**config.mk**
```make
export PLATFORM = sky130hd
export DESIGN_NAME = earliest_deadline_event_slots
export DESIGN_NICKNAME = d
export VERILOG_FILES = /design/src/sv/edes_pkg.sv /design/src/sv/edes_min_tree.sv /design/src/sv/edes_slot_ctrl.sv /design/src/sv/earliest_deadline_event_slots.sv
export SDC_FILE = /design/constraint.sdc
export NUM_CORES = 2
export LEC_CHECK = 0
export ABC_AREA = 0
export BUFFER_PORTS_ARGS = -buffer_cell sky130_fd_sc_hd__buf_4
export CAP_MARGIN = 15
export CORE_MARGIN = 1.5
export CORE_UTILIZATION = 35
export DETAILED_ROUTE_END_ITERATION = 10
export PLACE_DENSITY_LB_ADDON = 0.08
export SLEW_MARGIN = 10
export SYNTH_ARGS = -nofsm -noshare
export SYNTH_HDL_FRONTEND = slang
export SYNTH_SLANG_ARGS = --single-unit
```
**constraint.sdc**
```tcl
create_clock -name clk -period 31.6 [get_ports clk]
set_clock_uncertainty 0.2 [all_clocks]
set_input_delay 1.58 -clock clk [delete_from_list [all_inputs] [get_ports clk]]
set_output_delay 1.58 -clock clk [all_outputs]
set_load 0.01 [all_outputs]
```
**src/sv/edes_pkg.sv**
```systemverilog
`default_nettype none

package edes_pkg;

  localparam int DEF_NUM_EVENTS = 8;
  localparam int DEF_TIME_BITS  = 32;

  localparam int KIND_W = 3;
  localparam int EV_W   = 3;
  localparam int PORT_TIME_W = 32;

  // Deadline written by an enqueue that dispatches at once
  localparam int IMMEDIATE_DEADLINE = 1;

  localparam logic [KIND_W-1:0] KIND_SCHEDULE = 3'd0;
  localparam logic [KIND_W-1:0] KIND_ENQUEUE  = 3'd1;
  localparam logic [KIND_W-1:0] KIND_TICK     = 3'd2;
  localparam logic [KIND_W-1:0] KIND_DONE     = 3'd3;
  localparam logic [KIND_W-1:0] KIND_FREEZE   = 3'd4;

  // Per-beat outcome of the slot update, carried to the result stage
  typedef struct packed {
    logic            dv;
    logic [EV_W-1:0] dtype;
    logic            busy;
    logic            frozen;
  } edes_step_t;

endpackage

`default_nettype wire

```
**src/sv/edes_min_tree.sv**
```systemverilog
`default_nettype none

module edes_min_tree #(
  parameter int NUM_EVENTS = edes_pkg::DEF_NUM_EVENTS,
  parameter int TIME_BITS  = edes_pkg::DEF_TIME_BITS,
  parameter int IDX_W      = $clog2(NUM_EVENTS)
) (
  input  logic [TIME_BITS-1:0] slots [NUM_EVENTS],
  output logic                 min_valid,
  output logic [IDX_W-1:0]     min_idx,
  output logic [TIME_BITS-1:0] min_time
);

  import edes_pkg::*;

  localparam int LEAVES = 1 << IDX_W;
  localparam int NODES  = 2 * LEAVES - 1;

  logic                 node_valid [NODES];
  logic [IDX_W-1:0]     node_idx   [NODES];
  logic [TIME_BITS-1:0] node_time  [NODES];

  // Leaves in index order; zero means unscheduled
  for (genvar i = 0; i < LEAVES; i++) begin : g_leaf
    if (i < NUM_EVENTS) begin : g_real
      assign node_valid[LEAVES-1+i] = (slots[i] != '0);
      assign node_time[LEAVES-1+i]  = slots[i];
    end else begin : g_pad
      assign node_valid[LEAVES-1+i] = 1'b0;
      assign node_time[LEAVES-1+i]  = '0;
    end
    assign node_idx[LEAVES-1+i] = IDX_W'(i);
  end

  // Right child wins only when strictly earlier: ties keep the lower index
  for (genvar n = 0; n < LEAVES - 1; n++) begin : g_node
    logic take_r;
    assign take_r = node_valid[2*n+2] &&
                    (!node_valid[2*n+1] || (node_time[2*n+2] < node_time[2*n+1]));
    assign node_valid[n] = node_valid[2*n+1] || node_valid[2*n+2];
    assign node_idx[n]   = take_r ? node_idx[2*n+2]  : node_idx[2*n+1];
    assign node_time[n]  = take_r ? node_time[2*n+2] : node_time[2*n+1];
  end

  assign min_valid = node_valid[0];
  assign min_idx   = node_idx[0];
  assign min_time  = node_time[0];

endmodule

`default_nettype wire

```
**src/sv/edes_slot_ctrl.sv**
```systemverilog
`default_nettype none

module edes_slot_ctrl #(
  parameter int NUM_EVENTS = edes_pkg::DEF_NUM_EVENTS,
  parameter int TIME_BITS  = edes_pkg::DEF_TIME_BITS,
  parameter int IDX_W      = $clog2(NUM_EVENTS)
) (
  input  logic                          clk,
  input  logic                          rst,
  input  logic                          en,
  input  logic [edes_pkg::KIND_W-1:0]   kind,
  input  logic [edes_pkg::EV_W-1:0]     ev,
  input  logic [TIME_BITS-1:0]          dl,
  input  logic [TIME_BITS-1:0]          now_t,
  input  logic                          min_valid,
  input  logic [IDX_W-1:0]              min_idx,
  input  logic [TIME_BITS-1:0]          min_time,
  output logic [TIME_BITS-1:0]          slots [NUM_EVENTS],
  output edes_pkg::edes_step_t          step
);

  import edes_pkg::*;

  localparam logic [TIME_BITS-1:0] IMM_T = TIME_BITS'(IMMEDIATE_DEADLINE);

  logic [TIME_BITS-1:0] slots_next [NUM_EVENTS];
  logic                 busy;
  logic                 busy_next;
  logic                 frozen;
  logic                 frozen_next;
  logic                 in_range;
  logic                 idle;
  logic                 tick_go;
  logic [IDX_W+2:0]     ev_w;
  logic [IDX_W-1:0]     ev_idx;
  logic [IDX_W-1:0]     imm_idx;
  logic [IDX_W-1:0]     disp_idx;
  logic [IDX_W+2:0]     disp_w;
  logic                 dv;

  assign in_range = (32'(ev) < 32'(NUM_EVENTS));
  assign idle     = !busy && !frozen;
  assign ev_w     = {{IDX_W{1'b0}}, ev};
  assign ev_idx   = ev_w[IDX_W-1:0];
  assign tick_go  = idle && min_valid && (min_time <= now_t);

  // Enqueue while idle: the new slot holds the smallest nonzero deadline,
  // so the winner is the lowest slot holding that value, the new slot included
  always_comb begin
    imm_idx = ev_idx;
    for (int i = NUM_EVENTS - 1; i >= 0; i--) begin
      if (slots[i] == IMM_T) begin
        imm_idx = IDX_W'(i);
      end
    end
    if (ev_idx < imm_idx) begin
      imm_idx = ev_idx;
    end
  end

  always_comb begin
    slots_next  = slots;
    busy_next   = busy;
    frozen_next = frozen;
    dv          = 1'b0;
    disp_idx    = '0;
    case (kind)
      KIND_SCHEDULE: begin
        if (in_range) begin
          slots_next[ev_idx] = dl;
        end
      end
      KIND_ENQUEUE: begin
        if (in_range) begin
          if (idle) begin
            slots_next[ev_idx]  = IMM_T;
            slots_next[imm_idx] = '0;
            busy_next           = 1'b1;
            dv                  = 1'b1;
            disp_idx            = imm_idx;
          end else begin
            slots_next[ev_idx] = now_t;
          end
        end
      end
      KIND_TICK: begin
        if (tick_go) begin
          slots_next[min_idx] = '0;
          busy_next           = 1'b1;
          dv                  = 1'b1;
          disp_idx            = min_idx;
        end
      end
      KIND_DONE: begin
        busy_next = 1'b0;
      end
      KIND_FREEZE: begin
        frozen_next = 1'b1;
      end
      default: begin
      end
    endcase
  end

  assign disp_w      = {3'b000, disp_idx};
  assign step.dv     = dv;
  assign step.dtype  = disp_w[EV_W-1:0];
  assign step.busy   = busy_next;
  assign step.frozen = frozen_next;

  always_ff @(posedge clk) begin
    if (rst) begin
      for (int i = 0; i < NUM_EVENTS; i++) begin
        slots[i] <= '0;
      end
      busy   <= 1'b0;
      frozen <= 1'b0;
    end else if (en) begin
      slots  <= slots_next;
      busy   <= busy_next;
      frozen <= frozen_next;
    end
  end

endmodule

`default_nettype wire

```
**src/sv/earliest_deadline_event_slots.sv**
```systemverilog
`default_nettype none

// Earliest-deadline event slot table. One deadline slot per event type
// (zero = unscheduled); each input beat is a schedule, enqueue, tick, done
// or freeze, and yields exactly one result beat giving any dispatch it
// caused, the earliest pending slot (lowest index on ties), the seconds left
// to it (zero once due), and the busy and halted flags after the update.
// Throughput is one beat per clock while no result beat is held. A beat
// passes three registers (input register, slot update, result register)
// before its result beat is offered. Throughput is set by the slot update:
// a single compare tree over all slots feeds both the tick decision and the
// slot write, and the same tree, once the slot registers hold the update,
// yields the earliest-slot report of the beat just applied.
// The pipeline advances as a whole; while a result beat is held by out_stall
// the block stalls its input. Slots, busy and halted clear on reset.

module earliest_deadline_event_slots #(
  parameter int NUM_EVENTS = edes_pkg::DEF_NUM_EVENTS,
  parameter int TIME_BITS  = edes_pkg::DEF_TIME_BITS
) (
  input  logic                              clk,
  input  logic                              rst,
  input  logic                              in_valid,
  output logic                              in_stall,
  input  logic [edes_pkg::KIND_W-1:0]       kind,
  input  logic [edes_pkg::EV_W-1:0]         event_type,
  input  logic [edes_pkg::PORT_TIME_W-1:0]  deadline,
  input  logic [edes_pkg::PORT_TIME_W-1:0]  now,
  output logic                              out_valid,
  input  logic                              out_stall,
  output logic                              dispatch_valid,
  output logic [edes_pkg::EV_W-1:0]         dispatch_type,
  output logic                              next_valid,
  output logic [edes_pkg::EV_W-1:0]         earliest_type,
  output logic [edes_pkg::PORT_TIME_W-1:0]  next_delay,
  output logic                              busy_res,
  output logic                              halted
);

  import edes_pkg::*;

  localparam int IDX_W = $clog2(NUM_EVENTS);
  localparam int PTW   = PORT_TIME_W;

  // Pipeline advance: everything moves unless a result beat is held
  logic en;
  assign en       = !out_valid || !out_stall;
  assign in_stall = !en;

  // Input register
  logic                 s1_valid;
  logic [KIND_W-1:0]    s1_kind;
  logic [EV_W-1:0]      s1_ev;
  logic [TIME_BITS-1:0] s1_dl;
  logic [TIME_BITS-1:0] s1_now;

  // Inputs resized to the slot width (truncate or zero-extend)
  logic [TIME_BITS+PTW-1:0] dl_w;
  logic [TIME_BITS+PTW-1:0] now_w;
  assign dl_w  = {{TIME_BITS{1'b0}}, deadline};
  assign now_w = {{TIME_BITS{1'b0}}, now};

  always_ff @(posedge clk) begin
    if (rst) begin
      s1_valid <= 1'b0;
    end else if (en) begin
      s1_valid <= in_valid;
    end
  end

  always_ff @(posedge clk) begin
    if (en && in_valid) begin
      s1_kind <= kind;
      s1_ev   <= event_type;
      s1_dl   <= dl_w[TIME_BITS-1:0];
      s1_now  <= now_w[TIME_BITS-1:0];
    end
  end

  // Earliest slot over the current slot registers. In the update cycle it
  // drives the tick decision; the cycle after, it is the post-update view
  // of the beat now in the second stage.
  logic [TIME_BITS-1:0] slots [NUM_EVENTS];
  logic                 min_valid;
  logic [IDX_W-1:0]     min_idx;
  logic [TIME_BITS-1:0] min_time;

  edes_min_tree #(
    .NUM_EVENTS (NUM_EVENTS),
    .TIME_BITS  (TIME_BITS),
    .IDX_W      (IDX_W)
  ) u_tree (
    .slots     (slots),
    .min_valid (min_valid),
    .min_idx   (min_idx),
    .min_time  (min_time)
  );

  edes_step_t step;

  edes_slot_ctrl #(
    .NUM_EVENTS (NUM_EVENTS),
    .TIME_BITS  (TIME_BITS),
    .IDX_W      (IDX_W)
  ) u_ctrl (
    .clk       (clk),
    .rst       (rst),
    .en        (en && s1_valid),
    .kind      (s1_kind),
    .ev        (s1_ev),
    .dl        (s1_dl),
    .now_t     (s1_now),
    .min_valid (min_valid),
    .min_idx   (min_idx),
    .min_time  (min_time),
    .slots     (slots),
    .step      (step)
  );

  // Second stage: outcome of the slot update
  logic                 s2_valid;
  edes_step_t           s2_step;
  logic [TIME_BITS-1:0] s2_now;

  always_ff @(posedge clk) begin
    if (rst) begin
      s2_valid <= 1'b0;
    end else if (en) begin
      s2_valid <= s1_valid;
    end
  end

  always_ff @(posedge clk) begin
    if (en && s1_valid) begin
      s2_step <= step;
      s2_now  <= s1_now;
    end
  end

  // Earliest-slot report: remaining time, floored at zero and
  // saturated to the port width
  logic [TIME_BITS-1:0]     delay_full;
  logic [TIME_BITS+PTW-1:0] delay_w;
  logic [PTW-1:0]           delay_port;
  logic [IDX_W+2:0]         ntype_w;

  assign delay_full = (min_valid && (min_time > s2_now)) ? (min_time - s2_now) : '0;
  assign delay_w    = {{PTW{1'b0}}, delay_full};
  assign delay_port = (|delay_w[TIME_BITS+PTW-1:PTW]) ? '1 : delay_w[PTW-1:0];
  assign ntype_w    = {3'b000, min_idx};

  // Result register
  always_ff @(posedge clk) begin
    if (rst) begin
      out_valid <= 1'b0;
    end else if (en) begin
      out_valid <= s2_valid;
    end
  end

  always_ff @(posedge clk) begin
    if (en && s2_valid) begin
      dispatch_valid <= s2_step.dv;
      dispatch_type  <= s2_step.dv ? s2_step.dtype : '0;
      next_valid     <= min_valid;
      earliest_type  <= min_valid ? ntype_w[EV_W-1:0] : '0;
      next_delay     <= delay_port;
      busy_res       <= s2_step.busy;
      halted         <= s2_step.frozen;
    end
  end

endmodule

`default_nettype wire

```
# Word level (Yosys, flattened, before mapping)
# Index checks and enable logic that the tools add are counted.
# word_totals
regBits,411
latchBits,0
mem_bits_rw,0
mem_bits_ro,0
in_bits,74
out_inout_bits,44
wordCells,168
memories,0
# classes
add_sub_neg,1
n_mul,0
div,0
magnitude_cmp,16
n_eq_ne,13
shift,0
muxes,44
bitwise_logic,10
reduce_logical,55
# ops
cell,n
one-hot mux 256 bit (3 select lines),1
bitwise AND 256 bit,2
bitwise mux 256 bit,2
2-to-1 mux 256 bit,2
NOT 256 bit,2
2-to-1 mux 32 bit,10
demux 32 bit (select 3 bit),3
equality test 32 x 1 -> 1 bit (second input constant),8
nonzero test 32 bit,8
bitwise AND 248 bit,1
NOT 248 bit,1
less-than comparator 32 bit,7
2-to-1 mux 3 bit,12
> comparator 32 bit,1
less-or-equal comparator 32 bit,1
subtractor 32 bit,1
logical AND 1 bit,17
logical OR 1 bit,15
greater-or-equal comparator 4 bit (second input constant),3
logical NOT 1 bit,12
less-than comparator 4 x 1 -> 1 bit (second input constant),3
NOT 3 -> 4 bit,3
2-to-1 mux 1 bit,9
OR 8 bit,1
other kinds (12),14

# Depth between registers and ports, before layout
# depth
depth_word,22
ltp_mapped,52
ltp_nobuf,49

# Modules after synthesis
# A second synthesis with hierarchy kept.
# unflattened
hier_cells,3724
hier_area_um2,30570.6
# modules_own_cells
mod,instances,cells_each,area_each_um2,seq_area_each_um2
edes_slot_ctrl,1,2057,15108.2,5165.0
edes_min_tree,1,1156,8694.6,0.0
earliest_deadline_event_slots,1,511,6767.7,4564.4

# Worst setup path before layout
# Ideal clock, no wire load.
# synth_path
path_type,flip-flop to flip-flop
start,register with a tool-made name
end,register with a tool-made name
setup_ps,123
t_arrival_ps,11078
required_ps,31277
path_slack_ps,20199
path_stages_with_launch,47
n_path_buf,5
synth_period_minus_slack_ps,11401
path_cell_list,dfxtp_1 -> inv_1 -> ha_1 -> nand4_1 -> nor4_1 -> a21oi_1 -> o32ai_1 -> clkbuf_1 -> clkbuf_1 -> mux2i_1 -> inv_1 -> ha_1 -> a21oi_1 -> o211ai_1 -> a221oi_1 -> a21o_1 -> a21oi_1 -> a21o_1 -> (+11 left out) -> nor2_8 -> inv_1 -> clkbuf_1 -> o21ai_0 -> ha_1 -> a21o_1 -> a21o_1 -> a21o_1 -> a221o_1 -> o41ai_1 -> nand3_1 -> a211oi_1 -> a31o_2 -> o21ai_0 -> or4_4 -> o32ai_4 -> buf_8 -> a211oi_2

==> metrics <==
status=completed; Horiz. Die Dim=between 200 and 300 microns; drt total wl=122000 microns; number of global-route vias before repair=between 20000 and 30000; most frequent cells in the layout=a21oi_1 (292), inv_1 (291), o21ai_0 (288), ha_1 (283), dfxtp_1 (261); Req. time, crit path=31.97 ns; critical path arrival=16.06 ns; #FFs+latches synth=411; Final Cycle Share=between 40% and 50%; # clock sinks=about 410; yosys warns=0; Crit path largest cell delay=between 0.9 and 1 ns; FMAX=between 60 and 70 MHz; Wirelength per Cell=between 20 and 30 microns; worst slew pin tran=1.16 ns; deepest clock path buffer count=3; Iter 0 DRT Violations=between 2000 and 3000; Max Slew Vio Count=0; pin count of the biggest net entering global routing=between 60 and 70; Final min period=~16 ns; Via Count=26600; post-synthesis instance total=3238; Peak VDD IR=110 uV; vias per cell=6.02; Hold Path Origin=s2_step[1]; global route overflow=0; critical path class=reg2reg; Antenna Nets Post-Route=0; Pleak=0.0136 uW; Clk pin slew, worst setup/hold paths=approximately 0.06 ns; Post-CTS Setup Inserts=0; critical path endpoint category=flop; area of placed instances=30200 sq um; final setup fails=0; Mean Syn Cell Area=8.68 sq um; footprint of the multi-input gates=approximately 17000 sq um; CORE AREA=around 80000 sq um; unrepaired setup endpoints after global routing=no; final hold violations=0; fraction of registers with async set/reset=0%; PortBufs=117; GPL Wtd Cong=0.982; H-tree levels=2; syn nets=roughly 3600; Fillers=between 7000 and 8000; fin nets=3677; sequential area share after synthesis=between 30% and 40%; Reg2Reg Depth=45; root buffer cell=clkbuf_16; CTS tree=yes; total clock buffers created by CTS=54; diode count=0; initial antenna violation count=2; row count=103; Resize count post-CTS=0; number of synthesized flops with an enable pin=150; Mapped Area=between 20000 and 30000 sq um; estimated wirelength of the detail-placed design=approximately 95000 microns; Netlist cell types=94; Layout area overhead=14.3%; most used cell, CP=ha_1; Max-cap violations=0; Finished Cell Area=32100 sq um; layout cells sized above 1=between 10% and 20%; cts hold-fix bufs=0; crit path max-delay cell type=nand2_1; Post-synth top flop=dfxtp_1; Register Area=9730 sq um; first-pass GRT wire length=176000 microns; drt drc=0; Die H=about 290 microns; maximum fanout along the worst path=32; drt first pass iters=6; global-route usage over all layers=between 20% and 30%; fin util=about two fifths; pwr dens=84.8 nW/um^2; CP startpoint kind=flop; die area=82100 sq um; slew margin rel.=between 20 and 25%; io pins=118; commonest non-fill, non-tap cell in the layout=a21oi_1; TNS Setup=0 ns; Hold Crit Class=reg2reg; Skew-Pair Late Insertion Delay=just over 0.6 ns; flop2flop setup slack=15.91 ns; Initial Util=between 30% and 40%
==> synth_stat cells (all sizes together) (8+ instances only) <==
| cell | count | area share [%] |
|---|---|---|
| a21oi | 297 | 5.3 |
| o21ai | 294 | 5.2 |
| inv | 293 | 3.9 |
| ha | 283 | 13 |
| dfxtp | 261 | 19 |
| nand2 | 257 | 3.4 |
| nor2 | 169 | 2.3 |
| a21o | 153 | 4.1 |
| edfxtp | 150 | 16 |
| clkbuf | 134 | 2.1 |
| nand3 | 105 | 1.9 |
| mux2i | 85 | 3.0 |
| nor4 | 60 | 1.3 |
| nor3 | 59 | 1.1 |
| a22o | 58 | 1.8 |
| nand4 | 52 | 1.2 |
| a211oi | 49 | 1.7 |
| mux2 | 35 | 1.4 |
| nor3b | 34 | 0.93 |
| o2bb2ai | 29 | 0.90 |
| a31oi | 28 | 0.75 |
| o31a | 26 | 0.90 |
| o311a | 24 | 0.94 |
| buf | 22 | 0.49 |
| o21a | 20 | 0.53 |
| o22ai | 18 | 0.40 |
| and4 | 16 | 0.51 |
| o31ai | 15 | 0.50 |
| xor2 | 15 | 0.47 |
| and2 | 14 | 0.32 |
| o211ai | 14 | 0.42 |
| a22oi | 13 | 0.40 |
| and3 | 12 | 0.27 |
| o32ai | 11 | 0.41 |
| nand2b | 10 | 0.22 |
| or3 | 10 | 0.22 |
| nor2b | 9 | 0.20 |
| o311ai | 9 | 0.28 |
| xnor2 | 9 | 0.28 |
| a2111oi | 8 | 0.25 |
| o211a | 8 | 0.28 |
| or2 | 8 | 0.18 |
==> routing by layer <==
layer	track usage, %	wire length [microns]	vias to the layer above
met2	46.7	55200	1137
li1	-	-	12200
met1	39.6	53300	13100
met5	0	0	-
met4	9.78	4230	0
met3	4.61	9230	189
==> metrics by stage <==
step,std cells,hold slack [ns],setup WS (ns),total power [uW]
floorplan,3238,0.200,20.20,1580
global placement,4309,0.205,16.02,2050
detailed placement,4310,0.212,16.13,2050
CTS,4411,0.226,16.09,2710
global route,4414,0.241,15.19,2890
finish,4414,0.222,15.91,2730
==> critical path: cells and delay by family (launching register included) <==
kind,cells,cell delay (ns)
mux,1,0.69
flops,1,0.54
compound gates,21,7.18
buf+inv,5,1.74
simple gates,14,3.88
fa+ha+maj,4,1.38
==> power by group <==
| group | switching [uW] | internal (uW) |
|---|---|---|
| registers | 18.0 | 587 |
| logic | 972 | 499 |
| clock network | 255 | 396 |
| total | 1250 | 1480 |
==> logic make-up (layout without fill, tap and decap cells) <==
group                    count (synthesis)  after routing  share of synthesized area, %
AO/OA/AOI/OAI                         1122           1122                          26.6
XOR/XNOR                                24             24                         0.748
adder cells (fa/ha/maj)                285            285                          12.7
buffers and inverters                  451            577                          6.57
flip-flops                             411            411                          34.6
multiplexers                           120            120                          4.43
AND/OR/NAND/NOR                        825            825                          14.3
==> final cells by class <==
type,count,share of cell area [%]
Clock inverter,20,0.658
Inverter,294,3.44
Tap cell,1050,4.09
Multi-Input combinational cell,2376,52.0
Sequential cell,411,30.3
Clock buffer,81,5.19
Timing Repair Buffer,182,4.31
==> worst min-delay path by stage <==
stage | to | slack [ns] | depth (start not counted)
6_report | busy_res | 0.22 | 0
5_1_grt | busy_res | 0.24 | 0
4_1_cts | busy_res | 0.23 | 0
3_5_place_dp | busy_res | 0.21 | 0
3_3_place_gp | busy_res | 0.21 | 0
2_1_floorplan | busy_res | 0.20 | 0
Note: power is estimated with default switching activity, not from simulation.
